**src/rtl/core/cordic_fixed_sine_defines.svh**
```systemverilog
// Assertion macros shared by the cordic_fixed_sine RTL.
// Each macro samples on clk and is disabled while rst_n is low.
`ifndef CORDIC_FIXED_SINE_DEFINES_SVH
`define CORDIC_FIXED_SINE_DEFINES_SVH

// Same-cycle implication.
`define CFS_ASSERT_NOW(label, ante, cons) \
    label: assert property (@(posedge clk) disable iff (!rst_n) (ante) |-> (cons)) \
        else $error("cordic_fixed_sine: same-cycle check failed");

// Next-cycle implication.
`define CFS_ASSERT_NEXT(label, ante, cons) \
    label: assert property (@(posedge clk) disable iff (!rst_n) (ante) |=> (cons)) \
        else $error("cordic_fixed_sine: next-cycle check failed");

`endif

```
**src/rtl/core/cfs_pkg.sv**
```systemverilog
// Package for cordic_fixed_sine: widths, CORDIC constants, arctangent table.
// No dependencies.
package cfs_pkg;

    localparam int CFS_ITER      = 16;
    localparam int ANGLE_W       = 31;
    localparam int SINE_W        = 31;
    localparam int Z_W           = 33;
    localparam int XY_W          = 32;
    localparam int TDATA_W       = 32;

    localparam logic signed [XY_W-1:0] COS_START = 32'sd326016437;
    localparam logic signed [XY_W-1:0] ONE_Q29  = 32'sd536870912;

    localparam logic signed [SINE_W-1:0] SINE_MAX = 31'sd536870912;
    localparam logic signed [SINE_W-1:0] SINE_MIN = -SINE_MAX;

    typedef logic signed [Z_W-1:0]  z_t;
    typedef logic signed [XY_W-1:0] xy_t;

    typedef struct packed {
        z_t  z;
        xy_t c;
        xy_t s;
    } cfs_vec_t;

    // atan(2^-i) in Q29
    function automatic z_t cfs_atan(input logic [3:0] idx);
        z_t r;
        case (idx)
            4'd0:    r = 33'sd421657428;
            4'd1:    r = 33'sd248918914;
            4'd2:    r = 33'sd131521918;
            4'd3:    r = 33'sd66762579;
            4'd4:    r = 33'sd33510843;
            4'd5:    r = 33'sd16771757;
            4'd6:    r = 33'sd8387925;
            4'd7:    r = 33'sd4194218;
            4'd8:    r = 33'sd2097141;
            4'd9:    r = 33'sd1048574;
            4'd10:   r = 33'sd524287;
            4'd11:   r = 33'sd262143;
            4'd12:   r = 33'sd131071;
            4'd13:   r = 33'sd65535;
            4'd14:   r = 33'sd32767;
            4'd15:   r = 33'sd16383;
            default: r = '0;
        endcase
        return r;
    endfunction

endpackage

```
**src/rtl/core/cfs_out.sv**
```systemverilog
// Output stage of cordic_fixed_sine: saturates the sine to +/-1.0 and holds
// the result beat for the master side. Depends on cfs_pkg.
`include "cordic_fixed_sine_defines.svh"

module cfs_out (
    input  logic                     clk,
    input  logic                     rst_n,
    input  logic                     in_valid,
    output logic                     in_ready,
    input  cfs_pkg::xy_t             in_sine,
    output logic                     m_tvalid,
    input  logic                     m_tready,
    output logic [cfs_pkg::TDATA_W-1:0] m_tdata   // [30:0] sine
);
    import cfs_pkg::*;

    logic                      valid_reg;
    logic                      valid_next;
    logic signed [SINE_W-1:0]  sine_reg;
    logic signed [SINE_W-1:0]  sine_next;

    assign in_ready = !valid_reg || m_tready;

    always_comb
    begin
        if (in_sine > ONE_Q29)
        begin
            sine_next = SINE_MAX;
        end
        else if (in_sine < -ONE_Q29)
        begin
            sine_next = SINE_MIN;
        end
        else
        begin
            sine_next = in_sine[SINE_W-1:0];
        end
        valid_next = in_ready ? in_valid : valid_reg;
    end

    always_ff @(posedge clk or negedge rst_n)
    begin
        if (!rst_n)
        begin
            valid_reg <= 1'b0;
        end
        else
        begin
            valid_reg <= valid_next;
        end
    end

    always_ff @(posedge clk)
    begin
        if (in_ready && in_valid)
        begin
            sine_reg <= sine_next;
        end
    end

    assign m_tvalid = valid_reg;
    assign m_tdata  = {{(TDATA_W - SINE_W){1'b0}}, sine_reg};

    `CFS_ASSERT_NOW(a_out_range, valid_reg, (sine_reg <= SINE_MAX) && (sine_reg >= SINE_MIN))
    `CFS_ASSERT_NEXT(a_out_load, in_valid && in_ready, valid_reg)

endmodule

```
**config.mk**
```make
export PLATFORM = sky130hd
export DESIGN_NAME = cfs_out
export DESIGN_NICKNAME = d
export VERILOG_FILES = /design/src/rtl/core/cfs_pkg.sv /design/src/rtl/core/cfs_out.sv
export VERILOG_INCLUDE_DIRS = /design/src /design/src/rtl/core
export SDC_FILE = /design/constraint.sdc
export NUM_CORES = 1
export LEC_CHECK = 0
export BUFFER_PORTS_ARGS = -buffer_cell sky130_fd_sc_hd__buf_2
export CORE_ASPECT_RATIO = 0.6
export CORE_MARGIN = 1
export CORE_UTILIZATION = 30
export CTS_CLUSTER_DIAMETER = 60
export CTS_CLUSTER_SIZE = 16
export DETAILED_ROUTE_END_ITERATION = 6
export GPL_TIMING_DRIVEN = 0
export PLACE_DENSITY_LB_ADDON = 0.3
export RECOVER_POWER = 50
export SETUP_SLACK_MARGIN = 0.1
export SLEW_MARGIN = 0
export SYNTH_ARGS = -nofsm -noshare
export SYNTH_HDL_FRONTEND = slang
export SYNTH_SLANG_ARGS = --single-unit
```
**constraint.sdc**
```tcl
create_clock -name clk -period 2.3 [get_ports clk]
set_clock_uncertainty 0.15 [all_clocks]
set_input_delay 0.23 -clock clk [delete_from_list [all_inputs] [get_ports clk]]
set_output_delay 0.23 -clock clk [all_outputs]
set_load 0.05 [all_outputs]
```
==> metrics.md <==
| Metric | Value |
|---|---|
| Hold WC Path Type | input pin to flop |
| Synth area leaders | edfxtp_1, and2_1, nor4_1 |
| GP Congestion | around 0.63 |
| PostCTS Resize Cnt | 0 |
| Pwr/cell area | about 760 nW/um^2 |
| FILL cells | 433 |
| LEAKAGE | around 0.66 nW |
| Slew margin rel. | 0.518 |
| Element type at the critical path start | input pin |
| Peak Freq | between 0.5 and 0.6 GHz |
| #FFs+latches synth | 32 |
| IO Pins | 70 |
| Die Span Y | approximately 53 um |
| CTS Root Buffer Type | clkbuf_8 |
| Mean Syn Cell Area | between 15 and 20 um^2 |
| Placed Instances | 211 |
| Largest net degree at the start of global routing | 32 |
| Number of vias per cell | approximately 4.2 |
| Yosys top cell by area | edfxtp_1 |
| Fin Setup TNS | 0 ns |
| Max Buffers Root-to-Sink | 2 |
| R2r setup slk | roughly 0.65 ns |
| Worst-Skew Late Latency | roughly 0.27 ns |
| Post-synthesis mux area share | 0 |
| Die area | 4580 um^2 |
| Post-Syn Instances | between 80 and 90 |
| # DRC | 0 |
| Crit Path Class | input pin to flop |
| Post-route clock period utilization | 0.805 |
| Largest family of logic cells by synthesized area | simple AND/OR/NAND/NOR gates |
| Fraction of layout cells with a size suffix above 1 | 0.273 |
| Wire per inst | 12.7 um |
| Maximum vdd drop | 0.288 mV |
| Grt ovf | 0 |
| Routed Antenna Nets | 0 |
| Finished Layout Cells | between 200 and 250 |
| NumNets Final | about 200 |
| Net Count, Synth | 119 |
| Crit path max fanout | 10 |
| Synthesis-to-finish area growth | 35.9% |
| Core Footprint | a little over 4000 um^2 |
| Hold Fails Final Rpt | 0 |
| GR Util All Layers | 0.134 |
| Number of diodes | 0 |
| 1st-iter DRT viols | 15 |
| H-tree levels | 2 |
| Status | complete, no violations |
| Iteration count of the initial detailed-routing pass | 3 |
| Rows | 18 |
| Final Setup Violations | 0 |
| CTS tree | yes |
| RSZ-0062 raised after global routing | no |
| Xor-xnor portion of the synthesized cell area | 0 |
| Yosys warns | 0 |
| Post-CTS setup buffers | 0 |
| Die Width | roughly 87 um |
| Cts hold-fix bufs | 2 |
| Detail Placement HPWL | between 2 and 2.5 mm |
| First-pass GRT wire length | ~4.2 mm |
| Routed WL | around 2.8 mm |
| DR vias | just over 900 |
| Max reg flops | 31 |
| Synth Area in Compound Gates | 0.00969 |
| Yosys top cell area share | 0.721 |
| Initial Utilization | 0.313 |
| Max-cap violations | 0 |
| Simple-gate portion of the synthesized area | 0.214 |
| Commonest non-fill, non-tap cell in the layout | clkbuf_1 |
| WP data arrival | about 1.9 ns |
| Min Tclk post-route | around 1.9 ns |
| Data required time at the worst endpoint | roughly 2.3 ns |
| Seq/Total Area, Yosys | 0.740 |
| Clk slew on worst S/H paths | roughly 0.070 ns |
| Adder-cell share of the synthesized area | 0 |
| Total CTS buffers | 5 |
| Crit end category | flop |
| Synth unique cells | 16 |
| Vias in the first global route | around 860 |
| Area of the multi-input gates | about 290 um^2 |
| Register area | 956 um^2 |
| Most frequent cells in the layout | clkbuf_1, buf_2, edfxtp_1 |
| Clock Sinks | 32 |
| Worst Tran Pin Value | around 0.72 ns |
| Netlist Area Pre-Place | approximately 1300 um^2 |
| Number of port buffers | 68 |
| Initial antenna violation count | 0 |
| Slew Viols, Final | 0 |
## logic make-up after synthesis
logic type             count (synthesis)
other                                  1
buffers and inverters                  5
flip-flops                            32
AO/OA/AOI/OAI                          1
AND/OR/NAND/NOR                       44
## critical path, cell delays in order
cell and delay (ns):
buf_2 0.10, nor4b_1 0.46, nand4_1 0.16, o211ai_1 0.23, clkbuf_1 0.36, buf_8 0.17
and2_1 0.13
## cells in the mapped netlist
cell type  number
o211ai_2        1
conb_1          1
clkbuf_1        1
nand3_1         1
nor4_1          7
and2_1         30
buf_8           1
buf_6           1
nand4_1         2
nand2b_1        2
or3_1           1
clkbuf_2        1
nor4b_1         1
buf_4           1
edfxtp_1       31
dfrtp_1         1
## metal layers
layer	share of wire	up-vias	routed length, um	track usage
li1	-	458	-	-
met1	0.47	433	1320	0.170
met5	0	-	0	0
met3	0.061	0	172	0.0677
met4	0	0	0	0.0500
met2	0.47	39	1320	0.196
## power by group
part           internal (mW)  leakage [nW]  switching (mW)  total [mW]
clock                  0.205        0.0453           0.208       0.413
sequential             0.678         0.317         0.00868       0.687
combinational         0.0561         0.296           0.176       0.232
total                  0.939         0.658           0.392        1.33
## area by class of cell
| cell class | instances | share of cell area |
|---|---|---|
| sequential | 32 | 0.545 |
| clock inverter | 3 | 0.00785 |
| tap | 60 | 0.0428 |
| buffer | 5 | 0.0193 |
| multi-input combinational | 46 | 0.165 |
| clock buffer | 5 | 0.0392 |
| timing repair buffer | 70 | 0.181 |
## stage by stage
stage               total power, mW   util  hold slack [ns]  worst slack [ns]  area, um^2
floorplan                     0.864      -           -0.216             0.147        1290
global placement              0.937  0.414           -0.146             0.451        1710
detailed placement            0.942  0.414           -0.143             0.412        1710
CTS                            1.36  0.439           0.0806             0.580        1810
global route                   1.39  0.426           0.0783             0.342        1750
finish                         1.33  0.426           0.0925             0.448        1750
## final timing paths
| kind | start | end | depth (start not counted) |
|---|---|---|---|
| setup / recovery | in_sine[0] | sine_reg[21] | 7 |
| hold / removal | in_sine[9] | sine_reg[9] | 2 |
| setup reg to reg | m_tvalid | sine_reg[20] | 2 |
| hold reg to reg | m_tvalid | m_tvalid | 2 |
| max in group asynchronous | rst_n | m_tvalid | 2 |
| min in group asynchronous | rst_n | m_tvalid | 2 |
Note: power is estimated with default switching activity, not from simulation.
